**config.mk**
```make
export PLATFORM = sky130hd
export DESIGN_NAME = three_wire_rtc_burst_master
export DESIGN_NICKNAME = d
export VERILOG_FILES = /design/src/rtl/core/rtcbm_pkg.sv /design/src/rtl/core/rtcbm_step.sv /design/src/rtl/core/three_wire_rtc_burst_master.sv
export SDC_FILE = /design/constraint.sdc
export NUM_CORES = 1
export LEC_CHECK = 0
export ABC_CLOCK_PERIOD_IN_PS = 3200
export CAP_MARGIN = 10
export CORE_MARGIN = 3
export CORE_UTILIZATION = 49
export CTS_CLUSTER_SIZE = 30
export DETAILED_ROUTE_END_ITERATION = 10
export DONT_BUFFER_PORTS = 1
export HOLD_SLACK_MARGIN = 0.06
export PLACE_DENSITY = 0.65
export SYNTH_ARGS = -nofsm -noshare
export SYNTH_HDL_FRONTEND = slang
export SYNTH_HIERARCHICAL = 1
export SYNTH_SLANG_ARGS = --single-unit
```
**constraint.sdc**
```tcl
create_clock -name clk -period 3.2 [get_ports clk]
set_input_delay 0.16 -clock clk [delete_from_list [all_inputs] [get_ports clk]]
set_output_delay 0.16 -clock clk [all_outputs]
set_load 0.01 [all_outputs]
```
**src/rtl/core/rtcbm_pkg.sv**
```systemverilog
package rtcbm_pkg;

    localparam int WRITE_BYTES    = 8;
    localparam int READ_BYTES     = 7;
    localparam int READ_BUF_BYTES = 7;
    localparam int MODE_READ_BIT  = 1;

    localparam logic [1:0] MODE_UNLOCK = 2'd0;
    localparam logic [1:0] MODE_WRITE  = 2'd1;
    localparam logic [1:0] MODE_READ   = 2'd2;

    localparam logic [7:0] CMD_WP_REG   = 8'h8E;
    localparam logic [7:0] WP_CLEAR     = 8'h00;
    localparam logic [7:0] CMD_BURST_WR = 8'hBE;
    localparam logic [7:0] CMD_BURST_RD = 8'hBF;

    typedef enum logic [3:0] {
        PH_IDLE  = 4'd0,
        PH_U_ON  = 4'd1,
        PH_U_TX  = 4'd2,
        PH_U_OFF = 4'd3,
        PH_W_ON  = 4'd4,
        PH_W_TX  = 4'd5,
        PH_W_OFF = 4'd6,
        PH_R_ON  = 4'd7,
        PH_R_TX  = 4'd8,
        PH_R_RX  = 4'd9,
        PH_R_OFF = 4'd10
    } phase_t;

    typedef struct packed {
        phase_t       phase;
        logic [1:0]   op_mode;
        logic [2:0]   bit_count;
        logic [3:0]   byte_count;
        logic         clock_half;
        logic [7:0]   shift_byte;
        logic [63:0]  write_buffer;
        logic [55:0]  read_buffer;
    } seq_state_t;

    typedef struct packed {
        logic         chip_enable;
        logic         serial_clock;
        logic         data_out;
        logic         data_drive;
        logic         busy_res;
        logic         done_res;
        logic [55:0]  read_data;
    } pins_t;

    function automatic logic [7:0] frame_byte(phase_t phase, logic [3:0] idx,
                                              logic [63:0] wb);
        logic [7:0] b;
        b = CMD_BURST_RD;
        if (phase == PH_U_TX)
        begin
            b = (idx == 4'd0) ? CMD_WP_REG : WP_CLEAR;
        end
        else if (phase == PH_W_TX)
        begin
            if (idx == 4'd0)
            begin
                b = CMD_BURST_WR;
            end
            else if (idx > 4'd8)
            begin
                b = 8'h00;
            end
            else
            begin
                b = wb[{idx[2:0] - 3'd1, 3'b000} +: 8];
            end
        end
        return b;
    endfunction

    function automatic logic [3:0] frame_len(phase_t phase);
        logic [3:0] n;
        n = 4'd1;
        if (phase == PH_U_TX)
        begin
            n = 4'd2;
        end
        else if (phase == PH_W_TX)
        begin
            n = 4'(WRITE_BYTES + 1);
        end
        return n;
    endfunction

endpackage

```
**src/rtl/core/rtcbm_step.sv**
```systemverilog
module rtcbm_step (
    input  rtcbm_pkg::seq_state_t cur,
    input  logic                  start_req,
    input  logic [1:0]            mode,
    input  logic [63:0]           write_data,
    input  logic                  io_in,
    output rtcbm_pkg::seq_state_t nxt,
    output rtcbm_pkg::pins_t      pins
);

    logic [3:0] bc_inc;
    logic       done;

    assign bc_inc = cur.byte_count + 4'd1;

    always_comb
    begin
        nxt  = cur;
        done = 1'b0;
        case (cur.phase)
            rtcbm_pkg::PH_U_ON, rtcbm_pkg::PH_W_ON, rtcbm_pkg::PH_R_ON:
            begin
                case (cur.phase)
                    rtcbm_pkg::PH_U_ON: nxt.phase = rtcbm_pkg::PH_U_TX;
                    rtcbm_pkg::PH_W_ON: nxt.phase = rtcbm_pkg::PH_W_TX;
                    default:            nxt.phase = rtcbm_pkg::PH_R_TX;
                endcase
                nxt.clock_half = 1'b0;
                nxt.bit_count  = 3'd0;
                nxt.byte_count = 4'd0;
                nxt.shift_byte = rtcbm_pkg::frame_byte(nxt.phase, 4'd0, cur.write_buffer);
            end
            rtcbm_pkg::PH_U_TX, rtcbm_pkg::PH_W_TX, rtcbm_pkg::PH_R_TX:
            begin
                if (!cur.clock_half)
                begin
                    nxt.clock_half = 1'b1;
                end
                else
                begin
                    nxt.clock_half = 1'b0;
                    nxt.shift_byte = {1'b0, cur.shift_byte[7:1]};
                    if (cur.bit_count == 3'd7)
                    begin
                        nxt.bit_count  = 3'd0;
                        nxt.byte_count = bc_inc;
                        if (bc_inc < rtcbm_pkg::frame_len(cur.phase))
                        begin
                            nxt.shift_byte = rtcbm_pkg::frame_byte(cur.phase, bc_inc,
                                                                   cur.write_buffer);
                        end
                        else if (cur.phase == rtcbm_pkg::PH_R_TX)
                        begin
                            nxt.phase      = rtcbm_pkg::PH_R_RX;
                            nxt.byte_count = 4'd0;
                            nxt.shift_byte = 8'h00;
                        end
                        else if (cur.phase == rtcbm_pkg::PH_U_TX)
                        begin
                            nxt.phase = rtcbm_pkg::PH_U_OFF;
                        end
                        else
                        begin
                            nxt.phase = rtcbm_pkg::PH_W_OFF;
                        end
                    end
                    else
                    begin
                        nxt.bit_count = cur.bit_count + 3'd1;
                    end
                end
            end
            rtcbm_pkg::PH_R_RX:
            begin
                if (!cur.clock_half)
                begin
                    nxt.shift_byte = {io_in, cur.shift_byte[7:1]};
                    nxt.clock_half = 1'b1;
                end
                else
                begin
                    nxt.clock_half = 1'b0;
                    if (cur.bit_count == 3'd7)
                    begin
                        nxt.bit_count = 3'd0;
                        if (cur.byte_count < 4'(rtcbm_pkg::READ_BUF_BYTES))
                        begin
                            nxt.read_buffer[{cur.byte_count[2:0], 3'b000} +: 8] =
                                cur.shift_byte;
                        end
                        nxt.byte_count = bc_inc;
                        nxt.shift_byte = 8'h00;
                        if (bc_inc >= 4'(rtcbm_pkg::READ_BYTES))
                        begin
                            nxt.phase = rtcbm_pkg::PH_R_OFF;
                        end
                    end
                    else
                    begin
                        nxt.bit_count = cur.bit_count + 3'd1;
                    end
                end
            end
            rtcbm_pkg::PH_U_OFF:
            begin
                if (cur.op_mode == rtcbm_pkg::MODE_WRITE)
                begin
                    nxt.phase = rtcbm_pkg::PH_W_ON;
                end
                else
                begin
                    nxt.phase = rtcbm_pkg::PH_IDLE;
                    done      = 1'b1;
                end
            end
            rtcbm_pkg::PH_W_OFF, rtcbm_pkg::PH_R_OFF:
            begin
                nxt.phase = rtcbm_pkg::PH_IDLE;
                done      = 1'b1;
            end
            default:
            begin
                nxt.phase = rtcbm_pkg::PH_IDLE;
                if (start_req)
                begin
                    nxt.op_mode      = mode;
                    nxt.write_buffer = write_data;
                    nxt.bit_count    = 3'd0;
                    nxt.byte_count   = 4'd0;
                    nxt.clock_half   = 1'b0;
                    nxt.shift_byte   = 8'h00;
                    if (mode[rtcbm_pkg::MODE_READ_BIT])
                    begin
                        nxt.read_buffer = 56'd0;
                        nxt.phase       = rtcbm_pkg::PH_R_ON;
                    end
                    else
                    begin
                        nxt.phase = rtcbm_pkg::PH_U_ON;
                    end
                end
            end
        endcase
    end

    always_comb
    begin
        pins           = '0;
        pins.done_res  = done;
        pins.read_data = nxt.read_buffer;
        case (nxt.phase)
            rtcbm_pkg::PH_U_ON, rtcbm_pkg::PH_W_ON, rtcbm_pkg::PH_R_ON:
            begin
                pins.chip_enable = 1'b1;
                pins.data_drive  = 1'b1;
                pins.busy_res    = 1'b1;
            end
            rtcbm_pkg::PH_U_TX, rtcbm_pkg::PH_W_TX, rtcbm_pkg::PH_R_TX:
            begin
                pins.chip_enable  = 1'b1;
                pins.serial_clock = nxt.clock_half;
                pins.data_out     = nxt.shift_byte[0];
                pins.data_drive   = 1'b1;
                pins.busy_res     = 1'b1;
            end
            rtcbm_pkg::PH_R_RX:
            begin
                pins.chip_enable  = 1'b1;
                pins.serial_clock = nxt.clock_half;
                pins.busy_res     = 1'b1;
            end
            rtcbm_pkg::PH_U_OFF, rtcbm_pkg::PH_W_OFF, rtcbm_pkg::PH_R_OFF:
            begin
                pins.busy_res = 1'b1;
            end
            default:
            begin
                pins.busy_res = 1'b0;
            end
        endcase
    end

endmodule

```
**src/rtl/core/three_wire_rtc_burst_master.sv**
```systemverilog
// Three-wire real-time-clock burst master, one half-bit step per input word.
// Input channel (in_valid/in_ready): start_req, mode, write_data and the
// sampled data pin io_in. Each accepted word advances the sequencer by one
// half-bit step and yields exactly one output word on the output channel
// (out_valid/out_ready): pin levels chip_enable, serial_clock, data_out,
// data_drive, plus busy_res, done_res and read_data.
// Latency: the output word for an input word is valid in the cycle after
// acceptance. Throughput: one word per cycle; the sequencer state register
// and the output register are updated together, with the step logic between.
// A start request is taken only while idle; mode 0 unlocks write protect,
// mode 1 unlocks then burst-writes eight bytes, mode 2 or 3 burst-reads
// seven bytes into read_data.
// Reset: the sequencer returns to idle with all counters and buffers cleared
// and no output word pending.
// Stall: while out_ready is low with a word pending, in_ready stays low and
// the output word holds; a new input word is taken in the same cycle the
// pending word is taken.
module three_wire_rtc_burst_master (
    input  logic         clk,
    input  logic         rst_n,
    input  logic         in_valid,
    output logic         in_ready,
    input  logic         start_req,
    input  logic [1:0]   mode,
    input  logic [63:0]  write_data,
    input  logic         io_in,
    output logic         out_valid,
    input  logic         out_ready,
    output logic         chip_enable,
    output logic         serial_clock,
    output logic         data_out,
    output logic         data_drive,
    output logic         busy_res,
    output logic         done_res,
    output logic [55:0]  read_data
);

    rtcbm_pkg::seq_state_t state_reg;
    rtcbm_pkg::seq_state_t state_next;
    rtcbm_pkg::pins_t      pins_reg;
    rtcbm_pkg::pins_t      pins_next;
    logic                  out_valid_reg;
    logic                  in_take;

    assign in_ready = !out_valid_reg || out_ready;
    assign in_take  = in_valid && in_ready;

    rtcbm_step u_step (
        .cur        (state_reg),
        .start_req  (start_req),
        .mode       (mode),
        .write_data (write_data),
        .io_in      (io_in),
        .nxt        (state_next),
        .pins       (pins_next)
    );

    always_ff @(posedge clk or negedge rst_n)
    begin
        if (!rst_n)
        begin
            state_reg.phase        <= rtcbm_pkg::PH_IDLE;
            state_reg.op_mode      <= rtcbm_pkg::MODE_UNLOCK;
            state_reg.bit_count    <= 3'd0;
            state_reg.byte_count   <= 4'd0;
            state_reg.clock_half   <= 1'b0;
            state_reg.shift_byte   <= 8'h00;
            state_reg.write_buffer <= 64'd0;
            state_reg.read_buffer  <= 56'd0;
            out_valid_reg          <= 1'b0;
        end
        else
        begin
            if (in_take)
            begin
                state_reg <= state_next;
            end
            if (in_take)
            begin
                out_valid_reg <= 1'b1;
            end
            else if (out_ready)
            begin
                out_valid_reg <= 1'b0;
            end
        end
    end

    always_ff @(posedge clk)
    begin
        if (in_take)
        begin
            pins_reg <= pins_next;
        end
    end

    assign out_valid    = out_valid_reg;
    assign chip_enable  = pins_reg.chip_enable;
    assign serial_clock = pins_reg.serial_clock;
    assign data_out     = pins_reg.data_out;
    assign data_drive   = pins_reg.data_drive;
    assign busy_res     = pins_reg.busy_res;
    assign done_res     = pins_reg.done_res;
    assign read_data    = pins_reg.read_data;

endmodule

```
=== Word-level counts from Yosys, hierarchy flattened ===
Index checks and enable logic that the tools add are counted.

* Bits of input ports: 72
* Output and inout bits: 64
* Register bits: 205
* Logic and storage cells: 134

* Reduce and logical (&&, ||, !) cells: 21
* Add/subtract/negate cells: 4
* Mux-type cells: 54
* Equality and inequality tests: 29
* Shifts and indexed selects: 3
* Bitwise gates (word level): 2
* Magnitude comparators: 4

{| class="wikitable"
|+ Operators with widths
! operator !! count
|-
| $mux W56 || 4
|-
| $mux W141 || 1
|-
| $pmux W56 S2 || 1
|-
| $mux W8 || 10
|-
| $mux W4 || 17
|-
| $pmux W16 S4 || 1
|-
| $shiftx A64 B7 Y8 || 1
|-
| $bwmux W56 || 1
|-
| $shift A8 B8 Y56 const A || 1
|-
| $shiftx A8 B8 Y56 || 1
|-
| $eq A4 B3 Y1 const B || 9
|-
| $eq A4 B4 Y1 const B || 6
|-
| $mux W7 || 3
|-
| $eq A4 B2 Y1 const B || 5
|-
| $pmux W4 S5 || 1
|-
| $reduce_or A10 Y1 || 2
|-
| $mux W3 || 4
|-
| $reduce_or A3 Y1 || 4
|-
| $reduce_and A5 Y1 || 2
|-
| $mux W9 || 1
|-
| $reduce_or A9 Y1 || 1
|-
| $eq A4 B1 Y1 const B || 2
|-
| $mux W1 || 8
|-
| $neg A6 Y8 || 1
|-
| other kinds (27) || 30
|}

=== Depth between registers and ports, before layout ===
* Word-level depth: 14
* Mapped depth: 14
* Mapped depth without buffers: 12

=== Hierarchy ===
Netlist, hierarchy kept.

{| class="wikitable"
|+ Modules (own cells, without submodules)
! module !! cells each !! times used !! sequential area each (um2) !! area an instance (um2)
|-
| three_wire_rtc_burst_master || 366 || 1 || 5440.2 || 7460.9
|-
| rtcbm_step || 500 || 1 || 0.0 || 3871.2
|}

=== Least setup slack after synthesis ===
Ideal clock, no wire load.

* Kind: reg2reg
* Start point: register state_reg[129] (netlist bit)
* End point: register state_reg[121] (netlist bit)
* Path buffers: 2
* Cell stages (with the launch flop): 12
* Library setup time: 0.125 ns
* Clock period less this slack: 2.987 ns
* Data arrival time: 2.862 ns
* Setup slack: 0.213 ns
* Data required time: 3.075 ns
* Cell sequence: dfrtp_1 clkbuf_1 inv_2 ha_1 nor2_1 clkbuf_1 mux4_2 mux2i_1 o21ai_0 a221oi_1 o21ai_0 mux2_4

{| class="wikitable"
|+ RTL lines
! element !! line !! RTL
|-
| start, declared || three_wire_rtc_burst_master.sv:38 || <nowiki>rtcbm_pkg::seq_state_t state_reg;</nowiki>
|-
| start signal, assigned || three_wire_rtc_burst_master.sv:76 || <nowiki>state_reg <= state_next;</nowiki>
|}

==> run_results.csv <==
group,metric,value,unit
timing,timing.final.crit_share,96.55,%
synthesis,mappedNetlistArea,11330,um2
die,dieArea,24990,um2
routing,drt_pre_antenna_iters,4,
critical_path,cp_slowest_cell,"dfrtp_2",
timing,final-setup-viol-count,0,
critical_path,r2r_endpoint,"state_reg[121]",
timing,fin_setup_tns,0,ns
critical_path,worst_path_dominant_cell_family,"compound AO/OA/AOI/OAI gates",
critical_path,worst-path-buf-inv,0,
placed_design,gp_congestion,0.9001,
die,die_width,158.1,um
clock_tree,cts_hold_buf,69,
timing,timing.slew.headroom,40.08,%
clock_tree,cts.htree.levels,1,
final_layout,nNetsFinal,970,
critical_path,timing.critical_path.slowest_cell_delay,0.47,ns
timing,final_max_slew_viol_count,0,
worst_hold_path,worstHoldPathType,"primary input to async pin",
die,top_level_ports,136,
power,total_switching_power,3364,uW
routing,drc,0,
power,p_leak,0.005455,uW
placed_design,dp.final_hpwl,17610,um
clock_tree,clkLatencyLatePin,0.52,ns
power,power.share.sequential,39.1,%
die,placementRows,55,
clock_tree,cts_tree,"built",
critical_path,critical_path_required,3.59,ns
power,max-vdd-ir-drop,0.0005412,V
synthesis,synth_area_leaders,"dfrtp_1 32%, edfxtp_1 16%, mux2_2 14%",
critical_path,timing.setup.critical_path_class,"flip-flop to flip-flop",
final_layout,ff_latch_area,5443,um2
final_layout,post-route-cell-area,12780,um2
routing,vias_per_cell,6.018,
final_layout,multi_input_area,5147,um2
synthesis,post-synth-top-area-cell,"dfrtp_1",
final_layout,areaGrowthSynthToFinish,12.82,%
clock_tree,postCtsSetupBuffers,0,
timing,clock_skew,0.02262,ns
critical_path,ff2ff_path_depth,11,
routing,first_iter_violations,397,
die,initial_util,49.90,%
global_routing,wire_length_of_the_first_global_routing_pass,41130,um
outcome,outcome,"finished with violations",
timing,worstMarginPinSlew,0.8894,ns
global_routing,grt_pass1_vias,7455,
synthesis,syn-instance-count,866,
routing,postRouteWirelength,25670,um
timing,timing.final.crit_period,3.090,ns
critical_path,worst_setup_path_end_kind,"flip-flop",
routing,total_vias_in_the_final_route,7131,
global_routing,grt-ovfl-total,0,
synthesis,synth-edff-count,62,
power,power.clock.fraction,25.1,%
synthesis,async_reset_ff_share,69.76,%
synthesis,ys.flop_type,"dfrtp_1",
critical_path,cp.arrival,3.48,ns
routing,routed_wl_per_cell,21.66,um
routing,number_of_antenna_violating_nets_in_the_routed_design,0,
timing,timing.fmax,323.7,MHz
job,timing.max_cap.violations,0,
synthesis,syn_avg_cell_area,13.09,um2
synthesis,post_synth_num_cell_types,72,
power,power.share.switching,32.56,%
clock_tree,cts.sinks,205,
synthesis,synth_fp_nets,950,
final_layout,insertedDiodeCount,0,
die,core_area,22710,um2
timing,hold-worst-slack,-0.6630,ns
synthesis,yosysWarningCount,6,
critical_path,crit_chain,"or2_2 -> or2_2 -> ha_1 -> nor2b_1 -> a21oi_1 -> a211o_1 -> o21ai_0 -> o21bai_2 -> a221oi_2 -> o21ai_0 -> mux2_4",
critical_path,timing.reg2reg.setup_slack,0.11,ns
power,p_int,6968,uW
final_layout,largest_register_ffs,142,
placed_design,dpl-instance-area,11340,um2
timing,unrepaired_setup_endpoints_after_global_routing,"false",
clock_tree,clock_path_buffers,3,
clock_tree,cts_root_buffer,"clkbuf_16",
die,floorplan.die.height,158.1,um
clock_tree,tritoncts.num_buffers,22,
final_layout,layout.filler_cells,1824,
critical_path,r2r_start,"state_reg[138]",
power,power.density_cell_area,808.2,nW/um2
global_routing,grt_max_degree,144,
power,power_frac_comb,35.9,%
synthesis,ys_seq_elements,205,
critical_path,cp-start-kind,"flip-flop",
synthesis,synth_largest_type_area_fraction,31.58,%
critical_path,largest_driver_fanout_on_the_critical_path,9,
synthesis,synth.cells.most_frequent,"143 x dfrtp_1, 139 x mux2_2, 70 x mux2_4",
synthesis,yosysSeqAreaShare,48.01,%
final_layout,drive_above_1_share,35.56,%
synthesis,synth_most_common_cell,"dfrtp_1",
global_routing,number_of_antenna_violations_at_the_first_check_in_global_routing,0,
clock_tree,clk_transition_reported_paths,0.07,ns
timing,timing.final.hold_violations,143,
outcome,failed_checks,"hold timing",
global_routing,globalRouteTotalUtil,20.56,%
placed_design,buffer_ports.inserted,0,
per-layer routing:
metal	share of wire, %	up-vias	GRT usage [%]
met2	48	230	33.58
met4	2.3	0	5.858
met5	0	-	0
met3	5.0	48	3.362
li1	-	3242	-
met1	45	3611	28.56
cell usage in the layout, fill, tap and decap left out, drive strengths merged, types with 5 or more instances in the layout:
| master | netlist | routed |
|---|---|---|
| a21oi | 13 | 13 |
| a22o | 44 | 44 |
| a31oi | 6 | 6 |
| a32o | 8 | 8 |
| buf | 83 | 37 |
| clkbuf | 27 | 26 |
| clkinv | 1 | 8 |
| dfrtp | 143 | 143 |
| dlygate4sd3 | 0 | 69 |
| edfxtp | 62 | 62 |
| ha | 12 | 12 |
| inv | 17 | 18 |
| mux2 | 209 | 209 |
| mux2i | 10 | 10 |
| mux4 | 16 | 16 |
| nand2 | 42 | 42 |
| nand2b | 10 | 10 |
| nand3 | 11 | 11 |
| nor2 | 23 | 23 |
| nor3 | 10 | 10 |
| nor4 | 5 | 5 |
| o21ai | 35 | 35 |
| or2 | 5 | 5 |
worst max-delay path by stage:
stage / to / startpoint / cells after the start / slack, ns
after detailed placement: state_reg[121] / state_reg[138] / 11 / 0.09
after global routing: state_reg[127] / state_reg[138] / 11 / 0.004
final: state_reg[121] / state_reg[138] / 11 / 0.11
after global placement: state_reg[122] / state_reg[138] / 11 / 0.27
after floorplan: state_reg[121] / state_reg[129] / 11 / 0.21
after CTS: state_reg[121] / state_reg[138] / 11 / 0.05
area by class of cell:
| type | count | share of cell area [%] |
|---|---|---|
| clock buffers | 26 | 4.502 |
| clock inverters | 12 | 1.184 |
| inverters | 18 | 0.5285 |
| multi-input cells | 533 | 40.26 |
| flip-flops and latches | 205 | 42.57 |
| well taps | 285 | 2.789 |
| repair buffers | 106 | 8.162 |
worst reg2reg max path, delay by kind of cell, from the launching register on:
kind | cells | cell delay, ns
flops | 1 | 0.47
mux | 1 | 0.27
compound gates | 6 | 1.24
fa+ha+maj | 1 | 0.20
simple gates | 3 | 0.80
metrics by stage:
stage | total power, uW | std cells | utilization (%) | setup slack, ns | hold slack [ns]
floorplan | 6704 | 866 | - | 0.2126 | -0.1356
global placement | 7454 | 1078 | 49.92 | 0.2661 | -0.1283
detailed placement | 7627 | 1078 | 49.92 | 0.08829 | -0.1298
CTS | 10310 | 1185 | 56.17 | 0.05430 | -0.6856
global route | 10880 | 1185 | 56.30 | 0.003793 | -0.6879
finish | 10330 | 1185 | 56.30 | 0.1104 | -0.6630
kinds of logic after synthesis:
| group | Yosys count | share of synthesized area (%) |
|---|---|---|
| buffers and inverters | 128 | 6.934 |
| adders and majority gates | 12 | 1.325 |
| muxes | 235 | 27.15 |
| DFF | 205 | 48.01 |
| and+or+nand+nor | 126 | 5.708 |
| AOI/OAI and AO/OA | 157 | 10.64 |
| xor gates and xnor gates | 3 | 0.2319 |
power by group through the flow:
stage          clock network, uW  registers [uW]  logic (uW)
2_1_floorplan                  0            3680        3030
3_3_place_gp                   0            4000        3450
3_5_place_dp                   0            4070        3560
4_1_cts                     2640            4020        3650
5_1_grt                     2750            4120        4010
6_report                    2590            4040        3710
what timing repair did:
| item | 4_1_cts | 5_1_grt |
|---|---|---|
| endpoints found under the setup margin | 0 | 4 |
| endpoints found under the hold margin | 212 | 143 |
| gates resized for setup | 0 | 7 |
Power figures use the tool's default switching activity.
